**config.mk**
```make
export PLATFORM = sky130hd
export DESIGN_NAME = ndpf_outq
export DESIGN_NICKNAME = d
export VERILOG_FILES = /design/src/sv/ndpf_pkg.sv /design/src/sv/ndpf_outq.sv
export SDC_FILE = /design/constraint.sdc
export NUM_CORES = 1
export LEC_CHECK = 0
export ABC_AREA = 0
export BUFFER_PORTS_ARGS = -buffer_cell sky130_fd_sc_hd__buf_4
export CAP_MARGIN = 30
export CORE_AREA = 2 2 143 145
export DETAILED_ROUTE_END_ITERATION = 7
export DIE_AREA = 0 0 145 147
export GPL_ROUTABILITY_DRIVEN = 0
export PLACE_DENSITY = 0.69
export SYNTH_ARGS = -nofsm -noshare
export SYNTH_HDL_FRONTEND = slang
export SYNTH_SLANG_ARGS = --single-unit
```
**constraint.sdc**
```tcl
create_clock -name clk -period 10.35 [get_ports clk]
set_input_delay 0.5175 -clock clk [delete_from_list [all_inputs] [get_ports clk]]
set_output_delay 0.5175 -clock clk [all_outputs]
set_load 0.02 [all_outputs]
```
**src/sv/ndpf_pkg.sv**
```systemverilog
// ----------------------------------------------------------------------------
// ndpf_pkg
// Shared types, constants and arithmetic helpers for the near-duplicate
// point filter.
// ----------------------------------------------------------------------------
package ndpf_pkg;

  localparam int COORD_W = 32;
  localparam int TOL_W   = 31;
  localparam int DUP_W   = 16;
  localparam int SQ_W    = 64;

  localparam logic [TOL_W-1:0] TOL_RESET = TOL_W'(328);
  localparam logic [DUP_W-1:0] DUP_MAX   = {DUP_W{1'b1}};

  typedef logic signed [COORD_W-1:0] coord_t;

  // One input vertex as it waits in the front queue.
  typedef struct packed {
    coord_t x;
    coord_t y;
    coord_t z;
    logic   last;
  } item_t;

  // One entry of the unique-vertex store.
  typedef struct packed {
    coord_t x;
    coord_t y;
    coord_t z;
  } entry_t;

  // One result transaction.
  typedef struct packed {
    coord_t             x;
    coord_t             y;
    coord_t             z;
    logic               kept;
    logic [DUP_W-1:0]   dup_count;
    logic               table_full;
    logic               last;
  } result_t;

  typedef enum logic [1:0] {
    ST_IDLE,
    ST_SEARCH,
    ST_DONE
  } state_t;

  // Magnitude of the exact 33-bit difference of two signed coordinates.
  function automatic logic [COORD_W:0] abs_diff(input coord_t a, input coord_t b);
    logic [COORD_W:0] d;
    d = {a[COORD_W-1], a} - {b[COORD_W-1], b};
    return d[COORD_W] ? (~d + (COORD_W+1)'(1)) : d;
  endfunction

  // Unsigned add that saturates at all ones.
  function automatic logic [SQ_W-1:0] sat_add(input logic [SQ_W-1:0] a,
                                              input logic [SQ_W-1:0] b);
    logic [SQ_W:0] s;
    s = {1'b0, a} + {1'b0, b};
    return s[SQ_W] ? {SQ_W{1'b1}} : s[SQ_W-1:0];
  endfunction

endpackage

```
**src/sv/ndpf_outq.sv**
```systemverilog
// ----------------------------------------------------------------------------
// ndpf_outq
// Two-entry result queue between the search engine and the receiver.
// ----------------------------------------------------------------------------
module ndpf_outq
  import ndpf_pkg::*;
(
  input  logic    clk,
  input  logic    rst_n,
  input  logic    push,
  output logic    full,
  input  result_t push_res,
  input  logic    pop,
  output logic    empty,
  output result_t head_res
);

  result_t    q_r [2];
  logic       wp_r;
  logic       rp_r;
  logic [1:0] cnt_r;
  logic       do_push;
  logic       do_pop;

  assign full     = (cnt_r == 2'd2);
  assign empty    = (cnt_r == 2'd0);
  assign do_push  = push && !full;
  assign do_pop   = pop && !empty;
  assign head_res = q_r[rp_r];

  // Pointers and fill count.
  always_ff @(posedge clk) begin
    if (!rst_n) begin
      wp_r  <= 1'b0;
      rp_r  <= 1'b0;
      cnt_r <= 2'd0;
    end else begin
      if (do_push) begin
        wp_r <= ~wp_r;
      end
      if (do_pop) begin
        rp_r <= ~rp_r;
      end
      if (do_push && !do_pop) begin
        cnt_r <= cnt_r + 2'd1;
      end else if (do_pop && !do_push) begin
        cnt_r <= cnt_r - 2'd1;
      end
    end
  end

  // Entry storage.
  always_ff @(posedge clk) begin
    if (do_push) begin
      q_r[wp_r] <= push_res;
    end
  end

endmodule

```
==> run metrics, run 1 <==
status=complete, no violations; placed insts=around 900; final worst-path cycle share=0.3193; die width=145 um; crit path kind=flip-flop to output port; PostCTS Resize Cnt=0; CTS Buffer Depth=3; CORE AREA=19840 um2; first-pass GRT wire length=25.74 mm; die footprint=about 21000 um2; Reg2Reg Launch Point=cnt_r[0]; most used flip-flop cell after synthesis=edfxtp_1; minimum clock period=3.305 ns; crit-path cells=buf_4, buf_16, mux2_2, buf_4; Initial DRC Count=~270; max_slew headroom=0.3992; Final #Nets=~760; later-pin clock latency in the skew report=approximately 0.50 ns; sw frac=0.2877; Antenna diodes=0; effective utilization at floorplan=0.4400; Slowest Stage Delay on Critical Path=a little under 0.8 ns; CTS tree=built; # Max-Cap Violations=0; CTS clk-pin slew, worst paths=0.06 ns; area delta synth->final=32.14%; Unique masters post-synth=21; Peak VDD IR=0.0001620 V; Seq pwr share=0.429; CP most frequent cell=buf_4; Total Power=a little under 3 mW; share of post-route cells with drive strength above 1=0.5994; num rows=52; RSZ-0062 raised after global routing=no; multi-input logic area=1620 um2; GRT overflow=0; HP Class=input port to flip-flop; dpl hpwl=roughly 11 mm; fin. max-slew vios=0; Buf/Inv on CP=3; Worst Min Path Start=push_res[4]; Clk pwr share=0.272; post-synth top area cell=edfxtp_1; post-layout instance count excluding filler cells=slightly above 900; reg2reg end=q_r[1][110]; Fmax achieved=between 300 and 400 MHz; CTS root buffer=clkbuf_16; vias in the first global route=about 4800; first drt pass iteration count=4; Gate Count Post-Synth=383; synth top area cells=edfxtp_1 79%, mux2_4 8.6%, mux2_2 8.4%; mapped cell area=8732 um2; Crit path max-delay family=buffers and inverters; CP Depth=4; Setup TNS=0 ns; share of flip-flops with an asynchronous set or reset=0; post-synthesis sequential area ratio=0.8024; Logic pwr share=0.298; clk_skew=about 0.0064 ns; startpoint types=flip-flop; most frequent cells after synthesis=230 x edfxtp_1, 65 x mux2_2, 50 x mux2_4; final wirelength=between 15 and 20 mm; crit end category=output port; H-tree depth=1; endpoints failing hold=0; vias=~4400; Detail Route Antenna Nets=0; Psw=0.8432 mW; pin count of the biggest net entering global routing=66; total clock sinks=around 240; FILL cells=roughly 1500; initial antenna violation count=0; Post-synth EDFFs=230; worst-path fanout max=48; Final Core Density=0.5815; GRT Overall Usage=0.1530; #FFs+latches synth=~240; hold_buf cts=0; Seq. cell area=7010 um2; most common cell in the netlist=edfxtp_1; post-CTS setup buffer count=0; CP arrival=roughly 2.8 ns; # IOs=between 200 and 250; post-synth top area share=0.7909; CTS Buf Count=25; Post-Syn Nets=~500; Pwr Density=between 200 and 300 nW/um2; worst path required time=between 9 and 10 ns; Die H=between 100 and 150 um; routed len/inst=around 18 um; CP max stage cell=dfxtp_4; R2R depth=3; final setup vio count=0; YS warnings=0; Slew @ Worst Pin=0.9012 ns; port bufs=235; Syn Area/Cell=approximately 23 um2; Int Pwr=approximately 2.1 mW; drc violations=0; setup slack, reg-to-reg=between 7 and 8 ns; crit path to=head_res[7]; Lkg Pwr=4.365 nW; Via density=between 4 and 5
-- registers in the layout (all words and copies together) (netlist names), named ones only --
register / cells
cnt_r: 2
rp_r: 1
wp_r: 1
q_r: 230
-- how the worst min path moves through the flow --
stage                 endpoint  slack, ns  cells after the start
finish               q_r[1][4]       0.20                      1
global route        q_r[0][92]       0.18                      1
CTS                 q_r[0][36]       0.18                      1
detailed placement    cnt_r[1]       0.53                      2
global placement      cnt_r[1]       0.50                      2
floorplan             cnt_r[1]       0.48                      2
-- power groups by stage --
| stage | Sequential [mW] | Combinational (mW) | Clock, mW |
|---|---|---|---|
| 2_1_floorplan | 1.26 | 0.581 | 0 |
| 6_report | 1.26 | 0.874 | 0.798 |
| 4_1_cts | 1.26 | 0.888 | 0.825 |
| 3_3_place_gp | 1.27 | 0.867 | 0 |
| 3_5_place_dp | 1.28 | 0.884 | 0 |
| 5_1_grt | 1.27 | 0.925 | 0.863 |
-- kinds of logic (layout without fill, tap and decap cells) --
kind of cell	count (synthesis)	after routing	share of synthesized area
and+or+nand+nor	9	9	0.006307
DFF	235	235	0.8024
AOI/OAI and AO/OA	5	5	0.003725
xor gates and xnor gates	3	3	0.003010
adders and majority gates	1	1	0.001433
buffers and inverters	15	286	0.01333
muxes	115	115	0.1698
-- placed cells by master, fill, tap and decap left out, types with 2 or more instances in the layout --
| cell | instances |
|---|---|
| buf_4 | 239 |
| edfxtp_1 | 230 |
| mux2_2 | 65 |
| mux2_4 | 50 |
| clkbuf_16 | 25 |
| clkinv_1 | 7 |
| clkinv_2 | 5 |
| dfxtp_1 | 4 |
| and2_1 | 3 |
| clkbuf_1 | 3 |
| clkinvlp_4 | 3 |
| inv_1 | 2 |
| nor2_1 | 2 |
| xnor2_1 | 2 |
-- worst reg2reg max path: stages (launching register included) --
cell and delay [ns]:
dfxtp_1 0.42, nand2b_1 0.18, and3_4 0.71, buf_4 0.81
-- per-layer routing --
layer / GRT usage / part of all wire / up-vias
li1: - / - / 2021
met1: 0.1912 / 0.41 / 2173
met2: 0.2543 / 0.48 / 187
met3: 0.05590 / 0.089 / 22
met4: 0.04109 / 0.018 / 0
met5: 0 / 0 / -
-- layout make-up --
cell class | instances | share of cell area
Sequential cell | 235 | 0.6076
Timing Repair Buffer | 240 | 0.1579
Multi-Input combinational cell | 133 | 0.1404
Clock buffer | 28 | 0.05519
Tap cell | 270 | 0.02928
Clock inverter | 16 | 0.009000
Inverter | 2 | 0.0006506
-- metrics by stage --
stage | setup slack (ns) | cell area (um2) | hold slack, ns
2_1_floorplan | 4.672 | 8732 | 0.4833
3_3_place_gp | 7.400 | 10770 | 0.4968
3_5_place_dp | 7.507 | 10800 | 0.5262
4_1_cts | 6.973 | 11540 | 0.1762
5_1_grt | 6.920 | 11540 | 0.1769
6_report | 7.045 | 11540 | 0.2020
Note: power is estimated with default switching activity, not from simulation.
==> run 2, diff against run 1 <==
==> constraint.sdc (replaced) <==
create_clock -name clk -period 3.4 [get_ports clk]
set_input_delay 0.17 -clock clk [delete_from_list [all_inputs] [get_ports clk]]
set_output_delay 0.17 -clock clk [all_outputs]
set_load 0.02 [all_outputs]
==> run 2 against run 1 <==
  * Power increased to 3.2 times the previous value
  * Largest power group unchanged
  * Clock skew increased by 0.011 ns
  * Largest cell class unchanged
  * Combinational power grew to 3.2 times the previous value
  * Critical path type unchanged
  * Setup slack worse by 6.0 ns
  * Clock power rose to 3.4 times the previous value
  * Global-route usage up 1.5 points
==> run metrics, run 2 (synthesized netlist as in run 1, its figures left out) <==
worst path required time=3.23 ns (-6.60 ns); CP max stage cell=dfxtp_4; CTS Buffer Depth=3 (unchanged); share of post-route cells with drive strength above 1=0.5169 (-0.08246); port bufs=235 (unchanged); dpl hpwl=11.23 mm (+1.3%); worst setup margin=1.024 ns (-6.021 ns); Lkg Pwr=4.906 nW (+12%); hold path depth=3 (+2); startpoint types=flip-flop; R2R depth=3 (unchanged); Detail Route Antenna Nets=0 (unchanged); vias=4868 (+11%); Slew @ Worst Pin=0.8087 ns (-0.09250 ns); Reg2Reg Launch Point=cnt_r[0]; max FFs per register=230 (unchanged); first drt pass iteration count=4 (unchanged); WL met3=1.188 mm (-20%); CP arrival=2.21 ns (-0.58 ns); die footprint=21320 um2 (unchanged); area delta synth->final=46.70%; WL met1=7.487 mm (+8.2%); clk_skew=0.01787 ns (+0.01147 ns); Finished Cell Area=12810 um2 (+11%); Peak VDD IR=0.0004657 V (+190%); final worst-path cycle share=0.6989; Antenna diodes=0 (unchanged); CTS clk-pin slew, worst paths=0.06 ns (about the same); max_slew headroom=0.4609 (+0.06167); later-pin clock latency in the skew report=0.50 ns (about the same); final setup vio count=0 (unchanged); Die H=147 um (unchanged); HP Class=input port to flip-flop; worst-path fanout max=39 (-19%); Final #Nets=874 (+15%); Setup TNS=0 ns (unchanged); Hold EP=wp_r; Clk pwr share=0.289 (+0.017); setup slack, reg-to-reg=1.52 ns (-6.31 ns); CORE AREA=19840 um2 (unchanged); Logic pwr share=0.302 (+0.004); die width=145 um (unchanged); biggest regs=q_r (230), cnt_r (2); endpoints failing hold=0 (unchanged); # IOs=236 (unchanged); RSZ-0062 raised after global routing=no; Buf/Inv on CP=2 (-1); CTS tree=built; crit end category=output port; total clock sinks=235 (unchanged); vias in the first global route=5474 (+14%); Int Pwr=6.731 mW (+220%); Fmax achieved=between 400 and 500 MHz; GRT Overall Usage=0.1679 (+0.01490); Final Core Density=0.6455 (+0.06406); CTS root buffer=clkbuf_16; highest metal used=met4; final wirelength=18.42 mm (+9.7%); # Max-Cap Violations=0 (unchanged); Psw=2.599 mW (+210%); area post-placement=10830 um2 (+0.29%); pre-CTS setup slack=1.491 ns (-6.016 ns); met2 wire length=9.309 mm (+15%); Worst Min Path Start=push; reg2reg end=q_r[1][28]; crit-path cells=buf_4, mux2_2, buf_4; first-pass GRT wire length=28.34 mm (+10%); CTS Buf Count=24 (-4.0%); routed len/inst=17.75 um (-2.4%); minimum clock period=2.376 ns; CP most frequent cell=buf_4; effective utilization at floorplan=0.4400 (unchanged); initial antenna violation count=0 (unchanged); status=complete, no violations; fin. max-slew vios=0 (unchanged); Crit path max-delay family=flip-flops; sw frac=0.2786 (-0.009141); crit path kind=flip-flop to output port; Biggest register=q_r; multi-input logic area=1628 um2 (+0.46%); most frequent cells in the layout=240 x buf_4, 230 x edfxtp_1, 116 x dlygate4sd3_1, 65 x mux2_2, 50 x mux2_4; GRT overflow=0 (unchanged); Seq pwr share=0.409 (-0.020); FILL cells=1333 (-13%); H-tree depth=1 (unchanged); drc violations=0 (unchanged); Seq. cell area=7012 um2 (about the same); post-CTS setup buffer count=0 (unchanged); Slowest Stage Delay on Critical Path=0.69 ns (-0.10 ns); Initial DRC Count=207 (-24%); most common cell after layout, fill and taps aside=buf_4; Pwr Density=728.3 nW/um2 (+190%); num rows=52 (unchanged); pin count of the biggest net entering global routing=60 (-9.1%); Via density=4.690 (-1.6%)
run 2: cell count changes in the layout (fill, tap and decap cells not counted), sizes merged:
cell,change
clkinv,-7
dlygate4sd3,+116
clkinvlp,-3
clkbuf,+3
bufinv,+3
buf,+2
run 2: worst max path at each step:
stage	start	end	slack, ns	depth (start not counted)
after floorplan	cnt_r[0]	q_r[0][0]	-0.37	3
after global placement	flip-flop	head_res[16]	1.55	3
after detailed placement	cnt_r[0]	q_r[1][30]	1.49	3
after CTS	flip-flop	head_res[20]	0.94	3
after global routing	flip-flop	head_res[20]	0.88	3
final	flip-flop	head_res[21]	1.02	3
run 2: through the flow:
| step | hold slack [ns] | total power, mW | cells |
|---|---|---|---|
| after global placement | 0.3547 | 6.541 | 882 |
| after detailed placement | 0.3574 | 6.604 | 882 |
| after global routing | 0.03443 | 9.699 | 1038 |
| final | 0.02928 | 9.330 | 1038 |
| after CTS | 0.01214 | 9.423 | 1038 |
| after floorplan | 0.2689 | 5.579 | 383 |
run 2: what timing repair did:
item                                   in CTS  in global routing
endpoints found under the hold margin     235                  0
hold buffers                              116                  0
resized for setup                           0                  0
run 2: area by class of cell:
cell class                 count  share of cell area
sequential                   235              0.5474
clock buffer                  31             0.05294
tap                          270             0.02637
timing repair buffer         358              0.2344
clock inverter                 9             0.01104
multi-input combinational    133              0.1271
inverter                       2           0.0007814
run 2: routing by layer:
layer | up-vias | GRT usage
li1 | 2252 | -
met1 | 2390 | 0.2006
met2 | 193 | 0.2990
met3 | 33 | 0.03913
met4 | 0 | 0.06040
met5 | - | 0
run 2: worst register-to-register path, cell delays in order (launching register included):
cell and delay [ns]:
dfxtp_2 0.38, nand2b_4 0.16, and3_4 0.51, buf_4 0.46
run 2: power groups by stage:
stage / sequential (mW) / combinational (mW) / clock [mW]
2_1_floorplan: 3.80 / 1.78 / 0
3_3_place_gp: 3.85 / 2.69 / 0
3_5_place_dp: 3.88 / 2.73 / 0
4_1_cts: 3.82 / 2.85 / 2.76
5_1_grt: 3.85 / 2.97 / 2.87
6_report: 3.81 / 2.82 / 2.69
==> run 3, diff against run 2 <==
==> constraint.sdc (replaced) <==
create_clock -name clk -period 2.3 [get_ports clk]
set_input_delay 0.115 -clock clk [delete_from_list [all_inputs] [get_ports clk]]
set_output_delay 0.115 -clock clk [all_outputs]
set_load 0.02 [all_outputs]
==> run 3 against run 2 <==
  * Register-to-register slack lost 1.3 ns
  * Worst hold slack better by 0.079 ns
  * Critical path type is now flip-flop to flip-flop
  * Flip-flop and latch count unchanged
  * Clock-buffer cell count is 3 lower
  * Clock skew decreased by 0.0070 ns
  * Cell count up 0.58%
  * Cell area grew 0.22%
  * First-iteration DRC count increased by 14%
==> run metrics, run 3 (synthesized netlist as in run 1, its figures left out) <==
CP arrival=2.53 ns (+0.32 ns); Biggest register=q_r; share of post-route cells with drive strength above 1=0.5155 (-0.001423); CTS root buffer=clkbuf_16; FILL cells=1383 (+3.8%); minimum clock period=approximately 2.1 ns; HP Class=input port to flip-flop; Clk pwr share=0.273 (-0.016); CTS clk-pin slew, worst paths=0.06 ns (about the same); GRT overflow=0 (unchanged); final wirelength=18.02 mm (-2.2%); Pwr Density=1057 nW/um2 (+45%); Final Core Density=0.6470 (+0.001451); hold_buf cts=117 (+0.86%); port bufs=235 (unchanged); Peak VDD IR=0.0006685 V (+44%); Lkg Pwr=4.910 nW (about the same); CTS tree=built; PostCTS Resize Cnt=0 (unchanged); Setup TNS=0 ns (unchanged); worst path required time=2.75 ns (-0.48 ns); biggest regs=q_r (230), cnt_r (2); die width=145 um (unchanged); status=complete, no violations; pin count of the biggest net entering global routing=71 (+18%); Reg2Reg Launch Point=cnt_r[0]; crit end category=flip-flop; most common cell after layout, fill and taps aside=buf_4; crit path kind=flip-flop to flip-flop; num rows=52 (unchanged); multi-input logic area=1628 um2 (unchanged); GRT Overall Usage=0.1634 (-0.004550); Initial DRC Count=235 (+14%); Die H=147 um (unchanged); setup slack, reg-to-reg=0.22 ns (-1.30 ns); area delta synth->final=47.03%; dpl hpwl=10.91 mm (-2.8%); Seq. cell area=7012 um2 (unchanged); Seq pwr share=0.408 (about the same); hold_ws=0.1086 ns (+0.07935 ns); later-pin clock latency in the skew report=0.50 ns (about the same); RSZ-0062 raised after global routing=no; # Max-Cap Violations=0 (unchanged); Fmax achieved=around 480 MHz; CTS Buffer Depth=3 (unchanged); placed insts=884 (+0.23%); vias in the first global route=5227 (-4.5%); area post-placement=10910 um2 (+0.72%); max FFs per register=230 (unchanged); startpoint types=flip-flop; sw frac=0.2854 (+0.006852); Slew @ Worst Pin=0.5453 ns (-0.2634 ns); post-CTS setup buffer count=0 (unchanged); R2R depth=6 (+3); Int Pwr=9.698 mW (+44%); CTS Buf Count=24 (unchanged); CORE AREA=19840 um2 (unchanged); routed len/inst=17.26 um (-2.8%); final worst-path cycle share=0.9049; fin. max-slew vios=0 (unchanged); die footprint=21320 um2 (unchanged); first-pass GRT wire length=27.61 mm (-2.6%); Worst Min Path Start=pop; Via density=4.655 (-0.74%); endpoints failing hold=0 (unchanged); drc violations=0 (unchanged); total clock sinks=235 (unchanged); Final #Nets=877 (+0.34%); hold path depth=4 (+1); crit-path cells=nand2b_4, inv_4, nor3_4, buf_4, o21a_1, dlygate4sd3_1; Logic pwr share=0.320 (+0.018); Finished Cell Area=12840 um2 (+0.22%); most frequent cells in the layout=237 x buf_4, 230 x edfxtp_1, 117 x dlygate4sd3_1, 65 x mux2_2, 50 x mux2_4; CP max stage cell=dlygate4sd3_1; worst-path fanout max=31 (-21%); clk_skew=0.01088 ns (-0.006986 ns); effective utilization at floorplan=0.4400 (unchanged); initial antenna violation count=0 (unchanged); vias=4860 (-0.16%); Slowest Stage Delay on Critical Path=0.53 ns (-0.16 ns); # IOs=236 (unchanged); final setup vio count=0 (unchanged); post-layout instance count excluding filler cells=1044 (+0.58%); reg2reg end=wp_r; Psw=3.874 mW (+49%); Antenna diodes=0 (unchanged); H-tree depth=1 (unchanged); max_slew headroom=0.6365 (+0.1756); Detail Route Antenna Nets=0 (unchanged); first drt pass iteration count=4 (unchanged)
-- run 3: worst max path at each step --
stage                        start    endpoint  cells after the start
after global placement    cnt_r[0]  q_r[0][34]                      4
after global routing      cnt_r[0]        wp_r                      6
final                     cnt_r[0]        wp_r                      6
after detailed placement  cnt_r[0]  q_r[0][10]                      4
after floorplan           cnt_r[0]   q_r[0][0]                      3
after CTS                 cnt_r[0]        wp_r                      6
-- run 3: final cells by class --
class / instances / share of cell area
repair buffers: 361 / 0.2407
well taps: 270 / 0.02631
multi-input cells: 133 / 0.1268
inverters: 2 / 0.0007796
flip-flops and latches: 235 / 0.5461
clock inverters: 15 / 0.009648
clock buffers: 28 / 0.04961
-- run 3: worst max-delay path, delay by kind of cell (launching register included) --
kind | cells | cell delay (ns)
buffers and inverters | 3 | 1.01
AND/OR/NAND/NOR | 2 | 0.44
AO/OA/AOI/OAI | 1 | 0.18
flip-flops | 1 | 0.38
-- run 3: power groups by stage --
stage                     combinational, mW  clock, mW  sequential, mW
final                                  4.34       3.70            5.53
after global placement                 4.16          0            5.58
after global routing                   4.57       3.98            5.58
after floorplan                        2.63          0            5.61
after detailed placement               4.19          0            5.62
after CTS                              4.38       3.80            5.53
-- run 3: stage by stage --
stage | total power, mW | setup slack [ns]
after floorplan | 8.247 | -1.468
after global placement | 9.741 | 0.6677
after detailed placement | 9.814 | 0.6262
after CTS | 13.71 | 0.2025
after global routing | 14.13 | 0.1150
final | 13.57 | 0.2187
-- run 3: layer usage --
layer / vias to the layer above / global-route usage / wire length [um]
li1: 2265 / - / -
met1: 2378 / 0.2013 / 7405
met2: 186 / 0.2857 / 9023
met3: 31 / 0.04224 / 1216
met4: 0 / 0.04901 / 369
met5: - / 0 / 0
