### config.mk
export PLATFORM = sky130hd
export DESIGN_NAME = ndpf_front
export DESIGN_NICKNAME = d
export VERILOG_FILES = /design/src/sv/ndpf_pkg.sv /design/src/sv/ndpf_front.sv
export SDC_FILE = /design/constraint.sdc
export NUM_CORES = 1
export LEC_CHECK = 0
export ABC_AREA = 1
export BUFFER_PORTS_ARGS = -buffer_cell sky130_fd_sc_hd__buf_2
export CORE_ASPECT_RATIO = 0.9
export CORE_UTILIZATION = 55
export DETAILED_ROUTE_END_ITERATION = 6
export GPL_TIMING_DRIVEN = 0
export PLACE_DENSITY_LB_ADDON = 0.12
export SYNTH_ARGS = -nofsm -noshare
export SYNTH_HDL_FRONTEND = slang
export SYNTH_SLANG_ARGS = --single-unit
### constraint.sdc
create_clock -name clk -period 11.7 [get_ports clk]
set_clock_uncertainty 0.15 [all_clocks]
set_input_delay 1.17 -clock clk [delete_from_list [all_inputs] [get_ports clk]]
set_output_delay 1.17 -clock clk [all_outputs]
set_load 0.01 [all_outputs]
### src/sv/ndpf_pkg.sv
// ----------------------------------------------------------------------------
// ndpf_pkg
// Shared types, constants and arithmetic helpers for the near-duplicate
// point filter.
// ----------------------------------------------------------------------------
package ndpf_pkg;

  localparam int COORD_W = 32;
  localparam int TOL_W   = 31;
  localparam int DUP_W   = 16;
  localparam int SQ_W    = 64;

  localparam logic [TOL_W-1:0] TOL_RESET = TOL_W'(328);
  localparam logic [DUP_W-1:0] DUP_MAX   = {DUP_W{1'b1}};

  typedef logic signed [COORD_W-1:0] coord_t;

  // One input vertex as it waits in the front queue.
  typedef struct packed {
    coord_t x;
    coord_t y;
    coord_t z;
    logic   last;
  } item_t;

  // One entry of the unique-vertex store.
  typedef struct packed {
    coord_t x;
    coord_t y;
    coord_t z;
  } entry_t;

  // One result transaction.
  typedef struct packed {
    coord_t             x;
    coord_t             y;
    coord_t             z;
    logic               kept;
    logic [DUP_W-1:0]   dup_count;
    logic               table_full;
    logic               last;
  } result_t;

  typedef enum logic [1:0] {
    ST_IDLE,
    ST_SEARCH,
    ST_DONE
  } state_t;

  // Magnitude of the exact 33-bit difference of two signed coordinates.
  function automatic logic [COORD_W:0] abs_diff(input coord_t a, input coord_t b);
    logic [COORD_W:0] d;
    d = {a[COORD_W-1], a} - {b[COORD_W-1], b};
    return d[COORD_W] ? (~d + (COORD_W+1)'(1)) : d;
  endfunction

  // Unsigned add that saturates at all ones.
  function automatic logic [SQ_W-1:0] sat_add(input logic [SQ_W-1:0] a,
                                              input logic [SQ_W-1:0] b);
    logic [SQ_W:0] s;
    s = {1'b0, a} + {1'b0, b};
    return s[SQ_W] ? {SQ_W{1'b1}} : s[SQ_W-1:0];
  endfunction

endpackage

### src/sv/ndpf_front.sv
// ----------------------------------------------------------------------------
// ndpf_front
// Two-entry input queue that accepts vertices and holds them for the
// search engine.
// ----------------------------------------------------------------------------
module ndpf_front
  import ndpf_pkg::*;
(
  input  logic  clk,
  input  logic  rst_n,
  input  logic  push,
  output logic  full,
  input  item_t push_item,
  input  logic  pop,
  output logic  empty,
  output item_t head_item
);

  item_t      q_r [2];
  logic       wp_r;
  logic       rp_r;
  logic [1:0] cnt_r;
  logic       do_push;
  logic       do_pop;

  assign full      = (cnt_r == 2'd2);
  assign empty     = (cnt_r == 2'd0);
  assign do_push   = push && !full;
  assign do_pop    = pop && !empty;
  assign head_item = q_r[rp_r];

  // Pointers and fill count.
  always_ff @(posedge clk) begin
    if (!rst_n) begin
      wp_r  <= 1'b0;
      rp_r  <= 1'b0;
      cnt_r <= 2'd0;
    end else begin
      if (do_push) begin
        wp_r <= ~wp_r;
      end
      if (do_pop) begin
        rp_r <= ~rp_r;
      end
      if (do_push && !do_pop) begin
        cnt_r <= cnt_r + 2'd1;
      end else if (do_pop && !do_push) begin
        cnt_r <= cnt_r - 2'd1;
      end
    end
  end

  // Entry storage.
  always_ff @(posedge clk) begin
    if (do_push) begin
      q_r[wp_r] <= push_item;
    end
  end

endmodule

==> metrics.md, run 1 <==
| Metric | Value |
|---|---|
| First-pass GRT wire length | ~19 mm |
| FMAX | 331 MHz |
| Final ANT Viol Nets | 0 |
| Post-Place Cells | 710 |
| Clock power frac | about a quarter |
| Yosys cell types | 14 |
| Total number of vias | ~3800 |
| Syn nets | around 440 |
| Die ar. | roughly 14000 µm² |
| Vias in the first global route | around 3900 |
| Synth Area in Compound Gates | less than 1% |
| H-tree depth reported by CTS | 4 |
| Final design utilization | 71.7% |
| Max-cap violations | 0 |
| Starting Density | about 57% |
| Fin Setup TNS | 0 ps |
| Flops & latches, synth | approximately 200 |
| DR top layer | met4 |
| CTS sink cnt | 199 |
| Initial antenna violation count | 1 |
| Tmin final | between 3000 and 4000 ps |
| Startpoint Class | flip-flop |
| Unrepaired setup endpoints after global routing | no |
| Yosys warns | 0 |
| Hold buffers post-CTS | 0 |
| Final Max Tran Viols | 0 |
| Data arrival, critical path | roughly 1700 ps |
| Resized cells post-CTS | 0 |
| Worst Setup End Kind | output pin |
| CTS tree | yes |
| Leak | around 3.6 nW |
| Worst-margin pin slew | between 800 and 900 ps |
| VDD IR max | between 0.00015 and 0.0002 V |
| Power, Total | between 1.5 and 2 mW |
| Tot GR Track Use | between 10% and 20% |
| Buf/Inv on CP | 4 |
| CP max FO | 10 |
| Synth Area in Adders | less than 1% |
| Latest clock arrival within the worst-skew pair | 420 ps |
| Post-synthesis area per instance | 21.6 µm² |
| First-pass detailed-route iteration total | 4 |
| Area occupied by multi-input gates | approximately 1300 µm² |
| Synth-to-layout area growth | 25.5% |
| Logic gate share of total power | 25.2% |
| Vias per inst | slightly above 5 |
| Aggregate routed wire length | 12.8 mm |
| Die Y | between 100 and 150 µm |
| PD cells | 206 nW/µm² |
| Final setup violation count | 0 |
| Min-delay src | rp_r$_SDFFE_PN0P_ |
| Die Wd | about 120 µm |
| Avg WL per Cell | between 15 and 20 µm |
| Crit-path cells | buf_6, buf_6, buf_6, mux2_4, buf_2 |
| Seq/Total Area, Yosys | 80.5% |
| Cell at the root of the clock tree | clkbuf_16 |
| Clock transition at the registers of the reported paths | around 60 ps |
| Fin cells | approximately 740 |
| Drt drc | 0 |
| Count of final hold-check violations | 0 |
| Core ar. | 12900 µm² |
| Largest family of logic cells by synthesized area | multiplexers |
| Min-Delay Path Class | reg -> reg |
| Met2 wire length | 6.44 mm |
| Critical Path Most Common Cell | buf_6 |
| Int Pwr | around 1.4 mW |
| Status | complete, no violations |
| Fraction of layout cells with a size suffix above 1 | between 50% and 60% |
| Final worst-path cycle share | roughly 26% |
| Total grt overflow | 0 |
| Clock buffer depth | 2 |
| WS Path Type | reg -> out |
| Critical-path top delay cell | dfxtp_1 |
| Max-slew headroom | 45.5% |
| Switch Pwr | slightly above 0.5 mW |
| Wire length on met3 | between 1 and 1.5 mm |
| Switching Fraction | approximately a quarter |
| Area of the mapped netlist | about 7400 µm² |
| Post-synthesis mux area share | between 10% and 20% |
| # nets final | around 670 |
| DRT iter0 DRCs | roughly 230 |
| Largest net degree at the start of global routing | 32 |
| Wire length on met1 | 5.05 mm |
| Post-detail-place hpwl | 8.81 mm |
| Simple-Gate Fraction of Synth Area | 1.02% |
| Fill cells | 830 |
| Gpl congestion | 0.675 |
| Flop pwr share | about half |
| Reg-to-reg startpoint | cnt_r[0]$_SDFFE_PN0P_ |
| Post-CTS setup repair buffer count | 0 |
| Ports | 200 |
| CTS Buf Count | 17 |
| Gate count of the mapped netlist | 340 |
| CP delay by family, top | buffers and inverters |
| Reg area | between 5000 and 6000 µm² |
| Slowest stage delay, CP | around 320 ps |
| Critical Path RT | slightly above 10000 ps |
| IO Port Bufs | ~200 |
| FP Rows | 39 |
| Xor/xnor cell area share of the yosys netlist | 0% |
## state kept, by name, summed over array words and instances, names as in the netlist, named ones only
name and cells:
q_r 194, cnt_r 2, rp_r 1, wp_r 1
## layout make-up
class / instances / area share (%)
Antenna cell: 1 / 0.0271
Inverter: 9 / 0.366
Sequential cell: 199 / 64.2
Buffer: 11 / 0.935
Clock inverter: 13 / 0.718
Multi-Input combinational cell: 121 / 14.4
Timing Repair Buffer: 206 / 12.5
Tap cell: 164 / 2.22
Clock buffer: 18 / 4.65
## tightest hold or removal path: cells and delay by family, from the launching register on
| kind | cells | cell delay (ps) |
|---|---|---|
| DFF | 1 | 350 |
| and+or+nand+nor | 2 | 170 |
## cell usage in the layout, fill, tap and decap left out, types with 2 or more instances in the layout
cell type	Yosys	layout
buf_6	5	5
buf_16	0	3
nor2_4	0	2
buf_12	0	4
mux2_4	30	30
clkinv_2	0	4
mux2_2	67	67
o21ai_0	3	3
dfxtp_1	5	5
nand2_1	6	6
clkinv_1	0	6
buf_2	6	205
edfxtp_1	194	194
nor2_1	11	9
clkinvlp_4	0	2
inv_1	9	9
clkbuf_16	0	17
## layer usage
layer / track usage [%] / up-vias
met4: 7.62 / 0
met5: 0 / -
met3: 7.33 / 13
met2: 31.0 / 134
met1: 21.9 / 1873
li1: - / 1779
## power by group through the flow
stage	clock [mW]	combinational (mW)	sequential [mW]
after floorplan	0	0.294	0.948
after global placement	0	0.449	0.960
after detailed placement	0	0.486	0.939
after CTS	0.508	0.488	0.924
after global routing	0.535	0.518	0.931
final	0.498	0.479	0.923
## cell families after synthesis
logic type      after synthesis
simple gates                 19
flops                       199
compound gates                4
buf+inv                      20
fa+ha+maj                     1
mux                          97
## through the flow
step / area [µm²] / hold slack, ps / setup WS, ps
after floorplan: 7360 / 317 / 5630
after global placement: 8560 / 332 / 3310
after detailed placement: 8740 / 383 / 8450
after CTS: 9230 / 415 / 8650
after global routing: 9230 / 430 / 8590
final: 9240 / 404 / 8680
## cell usage after synthesis
cell type,n,share of area (%)
o21ai_0,3,0.20
nand4_1,1,0.085
inv_1,9,0.46
ha_1,1,0.17
nor2_1,11,0.56
mux2_4,30,6.1
nand2_1,6,0.31
buf_2,6,0.41
buf_6,5,0.77
dfxtp_1,5,1.4
a21oi_1,1,0.068
mux2_2,67,10
nand3_1,1,0.068
edfxtp_1,194,79
## path summary, 6_finish.rpt
path         slack (ps)  cells past startpoint              endpoint
max                8680                      5         head_item[72]
max reg2reg        9290                      4  q_r[0][95]$_DFFE_PP_
min                 400                      2     rp_r$_SDFFE_PN0P_
min reg2reg         400                      2     rp_r$_SDFFE_PN0P_
Power figures use the tool's default switching activity.
==> run 2: changes to the inputs <==
--- a/config.mk
+++ b/config.mk
@@ -8,7 +8,7 @@
 export ABC_AREA = 1
 export BUFFER_PORTS_ARGS = -buffer_cell sky130_fd_sc_hd__buf_2
 export CORE_ASPECT_RATIO = 0.9
-export CORE_UTILIZATION = 55
+export CORE_UTILIZATION = 47
 export DETAILED_ROUTE_END_ITERATION = 6
 export GPL_TIMING_DRIVEN = 0
 export PLACE_DENSITY_LB_ADDON = 0.12
==> constraint.sdc (replaced) <==
create_clock -name clk -period 2.5 [get_ports clk]
set_clock_uncertainty 0.15 [all_clocks]
set_input_delay 0.25 -clock clk [delete_from_list [all_inputs] [get_ports clk]]
set_output_delay 0.25 -clock clk [all_outputs]
set_load 0.01 [all_outputs]
==> run 2 against run 1 <==
  * Sequential power rose to 4.7 times the previous value
  * First-iteration DRC count is 11% lower
  * Sequential share of layout area shrank 7.3 points
  * Critical path depth unchanged
  * Clock power increased to 6.2 times the previous value
  * Worst hold slack worse by 320 ps
  * Register-to-register slack got worse by 8800 ps
  * Utilization shrank 3.7 points
  * Critical endpoint is now head_item[85]
  * Largest cell class unchanged
  * Largest power group unchanged
==> metrics.md, run 2 (synthesis results as in run 1) <==
| Metric | Value |
|---|---|
| IO Port Bufs | 199 (unchanged) |
| Power, Total | 9.79 mW (+420%) |
| # nets final | 764 (+15%) |
| Diode count | 0 (-1) |
| Die Wd | 134 µm (+8.0%) |
| Most frequent cells in the layout | buf_2, edfxtp_1, dlygate4sd3_1 |
| Die Y | 121 µm (+8.0%) |
| Data arrival, critical path | 1700 ps (about the same) |
| Final setup violation count | 0 (unchanged) |
| Critical Path Most Common Cell | buf_6 |
| Vias per inst | 4.75 (-7.2%) |
| Worst-margin pin slew | 637 ps (-173 ps) |
| Largest Register | q_r |
| FP Rows | 43 (+10%) |
| Slowest stage delay, CP | 320 ps (about the same) |
| Post-Place Cells | 747 (+5.2%) |
| Tmin final | about 2100 ps |
| Count of final hold-check violations | 0 (unchanged) |
| Fill cells | 1080 (+30%) |
| CP max FO | 10 (unchanged) |
| PD cells | 939 nW/µm² (+360%) |
| H-tree depth reported by CTS | 4 (unchanged) |
| Max-slew headroom | 57.5% (+12 points) |
| CTS Buf Count | 17 (unchanged) |
| DRT iter0 DRCs | 201 (-11%) |
| Max-cap violations | 0 (unchanged) |
| Largest register FFs | 194 (unchanged) |
| Largest net degree at the start of global routing | 33 (+3.1%) |
| Core ar. | 15300 µm² (+19%) |
| CTS sink cnt | 199 (unchanged) |
| Fraction of layout cells with a size suffix above 1 | 51.3% (-7.6 points) |
| First-pass GRT wire length | 21.6 mm (+14%) |
| Unrepaired setup endpoints after global routing | no |
| Regs by FF count | q_r x194, cnt_r x2 |
| Initial antenna violation count | 0 (-1) |
| Ports | 200 (unchanged) |
| Post-detail-place hpwl | 8.89 mm (+0.93%) |
| Status | complete, no violations |
| Critical-path top delay cell | dfxtp_1 |
| Buf/Inv on CP | 4 (unchanged) |
| Synth-to-layout area growth | 41.7% |
| Crit-path cells | buf_6, buf_6, buf_6, mux2_4, buf_2 |
| Starting Density | 48.0% (-9.1 points) |
| Commonest non-fill, non-tap cell in the layout | buf_2 |
| Die ar. | 16200 µm² (+17%) |
| Cell Area, Placed | 8770 µm² (+0.37%) |
| Pre-CTS setup slack | 471 ps (-7980 ps) |
| CP delay by family, top | buffers and inverters |
| Min-Delay Path Class | in -> reg |
| Clock buffer depth | 2 (unchanged) |
| Final setup margin | 402 ps (-8280 ps) |
| CTS tree | yes |
| Total number of vias | 4161 (+9.5%) |
| Gpl congestion | 0.686 (+1.6%) |
| Fin cells | 876 (+18%) |
| Aggregate routed wire length | 13.9 mm (+9.0%) |
| WS Path Type | reg -> out |
| Vias in the first global route | 4398 (+14%) |
| First-pass detailed-route iteration total | 4 (unchanged) |
| Tot GR Track Use | 18.1% (-0.69 points) |
| Final non-filler cell area | 10400 µm² (+13%) |
| Leak | 4.04 nW (+14%) |
| Clock transition at the registers of the reported paths | 60 ps (about the same) |
| Worst Setup End Kind | output pin |
| Final design utilization | 68.0% (-3.7 points) |
| Hold WS | 84.1 ps (-320 ps) |
| Critical Path RT | 2100 ps (-8280 ps) |
| Drt drc | 0 (unchanged) |
| Startpoint Class | flip-flop |
| Latest clock arrival within the worst-skew pair | 420 ps (about the same) |
| VDD IR max | 0.000532 V (+240%) |
| Avg WL per Cell | 15.9 µm (-7.7%) |
| Final ANT Viol Nets | 0 (unchanged) |
| Cell at the root of the clock tree | clkbuf_16 |
| Post-CTS setup repair buffer count | 0 (unchanged) |
| Total grt overflow | 0 (unchanged) |
| Final worst-path cycle share | between 80% and 90% |
| FMAX | between 400 and 500 MHz |
| Hold buffers post-CTS | 98 (+98) |
| Fin Setup TNS | 0 ps (unchanged) |
| Resized cells post-CTS | 0 (unchanged) |
| Final Max Tran Viols | 0 (unchanged) |
run 2: cell type report:
| type | count | area (µm²) | share of cell area [%] |
|---|---|---|---|
| Buffer | 11 | 86.3 | 0.828 |
| Clock inverter | 13 | 250 | 2.40 |
| Inverter | 9 | 33.8 | 0.324 |
| Clock buffer | 18 | 429 | 4.11 |
| Sequential cell | 199 | 5930 | 56.8 |
| Multi-Input combinational cell | 121 | 1340 | 12.8 |
| Timing Repair Buffer | 303 | 2110 | 20.2 |
| Tap cell | 202 | 253 | 2.42 |
run 2: where the power goes:
part / internal [mW] / switching [mW] / leakage [nW]
sequential: 4.21 / 0.115 / 1.85
combinational: 1.18 / 1.19 / 1.87
clock: 1.97 / 1.12 / 0.322
total: 7.36 / 2.43 / 4.04
run 2: worst paths after layout:
| kind | from | slack (ps) | to | depth (start not counted) |
|---|---|---|---|---|
| setup / recovery | flip-flop | 400 | head_item[85] | 5 |
| hold / removal | push | 80 | wp_r$_SDFFE_PN0P_ | 4 |
| setup reg to reg | wp_r$_SDFFE_PN0P_ | 500 | q_r[1][39]$_DFFE_PP_ | 4 |
| hold reg to reg | rp_r$_SDFFE_PN0P_ | 360 | rp_r$_SDFFE_PN0P_ | 2 |
run 2: worst register-to-register path, delay by kind of cell, from the launching register on:
kind	cells	cell delay [ps]
AND/OR/NAND/NOR	1	530
buffers and inverters	3	610
flip-flops	1	410
run 2: routing by layer:
layer / share of wire (%) / track usage [%] / wire (µm) / vias to the layer above
met4: 2.7 / 9.23 / 374 / 0
met1: 40 / 20.9 / 5640 / 2022
met3: 5.6 / 5.32 / 785 / 25
met5: 0 / 0 / 0 / -
li1: - / - / - / 1973
met2: 51 / 30.7 / 7120 / 141
==> run 3: changes to the inputs <==
--- a/config.mk
+++ b/config.mk
@@ -8,7 +8,7 @@
 export ABC_AREA = 1
 export BUFFER_PORTS_ARGS = -buffer_cell sky130_fd_sc_hd__buf_2
 export CORE_ASPECT_RATIO = 0.9
-export CORE_UTILIZATION = 47
+export CORE_UTILIZATION = 52
 export DETAILED_ROUTE_END_ITERATION = 6
 export GPL_TIMING_DRIVEN = 0
 export PLACE_DENSITY_LB_ADDON = 0.12
==> constraint.sdc (replaced) <==
create_clock -name clk -period 2.1 [get_ports clk]
set_clock_uncertainty 0.15 [all_clocks]
set_input_delay 0.21 -clock clk [delete_from_list [all_inputs] [get_ports clk]]
set_output_delay 0.21 -clock clk [all_outputs]
set_load 0.01 [all_outputs]
==> run 3 against run 2 <==
  * Final cell count is 1.4% lower
  * Cell area is 1.4% lower
  * Clock-buffer cell count is 2 higher
  * Clock power is 2% lower
  * Routed wire length is 1.4% higher
  * Via count hardly changed
  * Register-to-register slack worse by 400 ps
  * Die area is 9.5% lower
  * Setup slack worse by 330 ps
  * Largest cell class unchanged
==> metrics.md, run 3 (synthesis results as in run 1) <==
| Metric | Value |
|---|---|
| Status | complete, no violations |
| Unrepaired setup endpoints after global routing | yes |
| Critical Path RT | 1740 ps (-360 ps) |
| Die Wd | 127 µm (-4.9%) |
| CP max FO | 10 (unchanged) |
| Int Pwr | 8.16 mW (+11%) |
| Switch Pwr | 2.87 mW (+18%) |
| Vias per inst | 4.82 (+1.5%) |
| Post-detail-place hpwl | 8.67 mm (-2.4%) |
| First-pass GRT wire length | 21.4 mm (-1.1%) |
| Final setup violation count | 0 (unchanged) |
| Die Y | 115 µm (-4.9%) |
| Regs by FF count | q_r x194, cnt_r x2 |
| # nets final | 764 (unchanged) |
| DRT iter0 DRCs | 220 (+9.5%) |
| Count of final hold-check violations | 0 (unchanged) |
| Aggregate routed wire length | 14.1 mm (+1.4%) |
| Final setup margin | 67.8 ps (-335 ps) |
| Data arrival, critical path | 1670 ps (-30 ps) |
| CTS sink cnt | 199 (unchanged) |
| Most frequent cells in the layout | buf_2, edfxtp_1, dlygate4sd3_1 |
| Pre-CTS setup slack | 101 ps (-370 ps) |
| Total grt overflow | 0 (unchanged) |
| Final non-filler cell area | 10300 µm² (-1.4%) |
| Tot GR Track Use | 19.7% (+1.6 points) |
| Ports | 200 (unchanged) |
| Reg2reg setup slack | 100 ps (-400 ps) |
| Leak | 3.97 nW (-1.7%) |
| Initial antenna violation count | 0 (unchanged) |
| Reg-to-reg startpoint | cnt_r[1]$_SDFFE_PN0P_ |
| Clock power frac | 27.6% (-4.0 points) |
| IO Port Bufs | 199 (unchanged) |
| Max-cap violations | 0 (unchanged) |
| Largest net degree at the start of global routing | 32 (-3.0%) |
| Reg2Reg Depth | 5 (+1) |
| Logic gate share of total power | 25.7% (+1.4 points) |
| Post-Place Cells | 734 (-1.7%) |
| Max-slew headroom | 57.9% (+0.47 points) |
| Critical path endpoint | head_item[67] |
| Drt drc | 0 (unchanged) |
| Switching Fraction | 26.0% (+1.2 points) |
| VDD IR max | 0.000889 V (+67%) |
| Commonest non-fill, non-tap cell in the layout | buf_2 |
| Post-CTS setup repair buffer count | 0 (unchanged) |
| Largest Register | q_r |
| Cell Area, Placed | 8740 µm² (-0.33%) |
| Power, Total | 11.0 mW (+13%) |
| Final Max Tran Viols | 0 (unchanged) |
| Largest register FFs | 194 (unchanged) |
| Min-Delay Path Class | in -> reg |
| Die ar. | 14600 µm² (-9.5%) |
| Diode count | 0 (unchanged) |
| Reg area | 5930 µm² (about the same) |
| Final worst-path cycle share | 96.8% |
| Tmin final | around 2000 ps |
| Startpoint Class | flip-flop |
| Flop pwr share | 46.7% (+2.5 points) |
| Fin cells | 864 (-1.4%) |
| FMAX | a little under 500 MHz |
| Latest clock arrival within the worst-skew pair | 420 ps (about the same) |
| First-pass detailed-route iteration total | 4 (unchanged) |
| Clock buffer depth | 2 (unchanged) |
| CTS tree | yes |
| Worst-margin pin slew | 629 ps (-7.04 ps) |
| Cell at the root of the clock tree | clkbuf_16 |
| Final ANT Viol Nets | 0 (unchanged) |
| Total number of vias | 4164 (+0.072%) |
| Synth-to-layout area growth | 39.8% |
| CTS Buf Count | 17 (unchanged) |
| Starting Density | 54.3% (+6.3 points) |
| Vias in the first global route | 4395 (-0.068%) |
| Clock transition at the registers of the reported paths | 60 ps (about the same) |
| Avg WL per Cell | 16.3 µm (+2.8%) |
| Gpl congestion | 0.761 (+11%) |
| Fraction of layout cells with a size suffix above 1 | 50.7% (-0.67 points) |
| Core ar. | 13600 µm² (-12%) |
| FP Rows | 40 (-7.0%) |
| Worst Setup End Kind | output pin |
| PD cells | 1070 nW/µm² (+14%) |
| Area occupied by multi-input gates | 1340 µm² (unchanged) |
| R2R Path End | q_r[0][76]$_DFFE_PP_ |
| H-tree depth reported by CTS | 4 (unchanged) |
| Fill cells | 781 (-28%) |
| WS Path Type | reg -> out |
run 3: routing by layer:
metal	routed length [µm]	track usage, %	share of wire (%)
met1	5720	22.7	41
met3	820	5.82	5.8
met2	7300	34.6	52
met4	262	8.10	1.9
met5	0	0	0
run 3: worst min-delay path by stage:
stage                        from                    to  slack [ps]  cells after the start
floorplan            push_item[0]   q_r[0][0]$_DFFE_PP_         160                      0
global placement    push_item[29]  q_r[1][29]$_DFFE_PP_         250                      1
detailed placement  push_item[49]  q_r[0][49]$_DFFE_PP_         250                      1
CTS                          push     wp_r$_SDFFE_PN0P_          30                      4
global route                 push     wp_r$_SDFFE_PN0P_          60                      4
finish                       push     wp_r$_SDFFE_PN0P_          50                      4
run 3: critical path: stages (launching register included):
cell and delay [ps]:
dfxtp_1 320, buf_6 140, buf_8 160, buf_8 170, mux2_4 310, buf_2 140
run 3: power by group through the flow:
stage / registers [mW] / clock network [mW] / logic, mW
finish: 5.16 / 3.04 / 2.83
global placement: 5.25 / 0 / 2.54
floorplan: 5.22 / 0 / 1.66
CTS: 5.16 / 3.09 / 2.84
detailed placement: 5.24 / 0 / 2.68
global route: 5.20 / 3.24 / 3.05
run 3: cell type report:
class	instances	area share (%)
plain buffers	11	1.03
repair buffers	303	20.4
inverters	9	0.328
flip-flops and latches	199	57.6
clock buffers	20	4.24
well taps	189	2.30
clock inverters	12	1.07
multi-input cells	121	13.0
run 3: stage by stage:
| step | TNS [ps] | util, % | hold WS, ps |
|---|---|---|---|
| final | 0 | 75.9 | 51.7 |
| after global routing | -40.5 | 75.9 | 64.9 |
| after CTS | 0 | 75.7 | 32.3 |
| after detailed placement | 0 | 64.4 | 251 |
| after global placement | -221770 | 63.6 | 248 |
| after floorplan | -72060 | - | 159 |
run 3: timing repair:
action,4_1_cts,5_1_grt
hold endpoints to repair,199,0
hold buffers,98,0
resized for setup,1,5
endpoints found under the setup margin,1,40
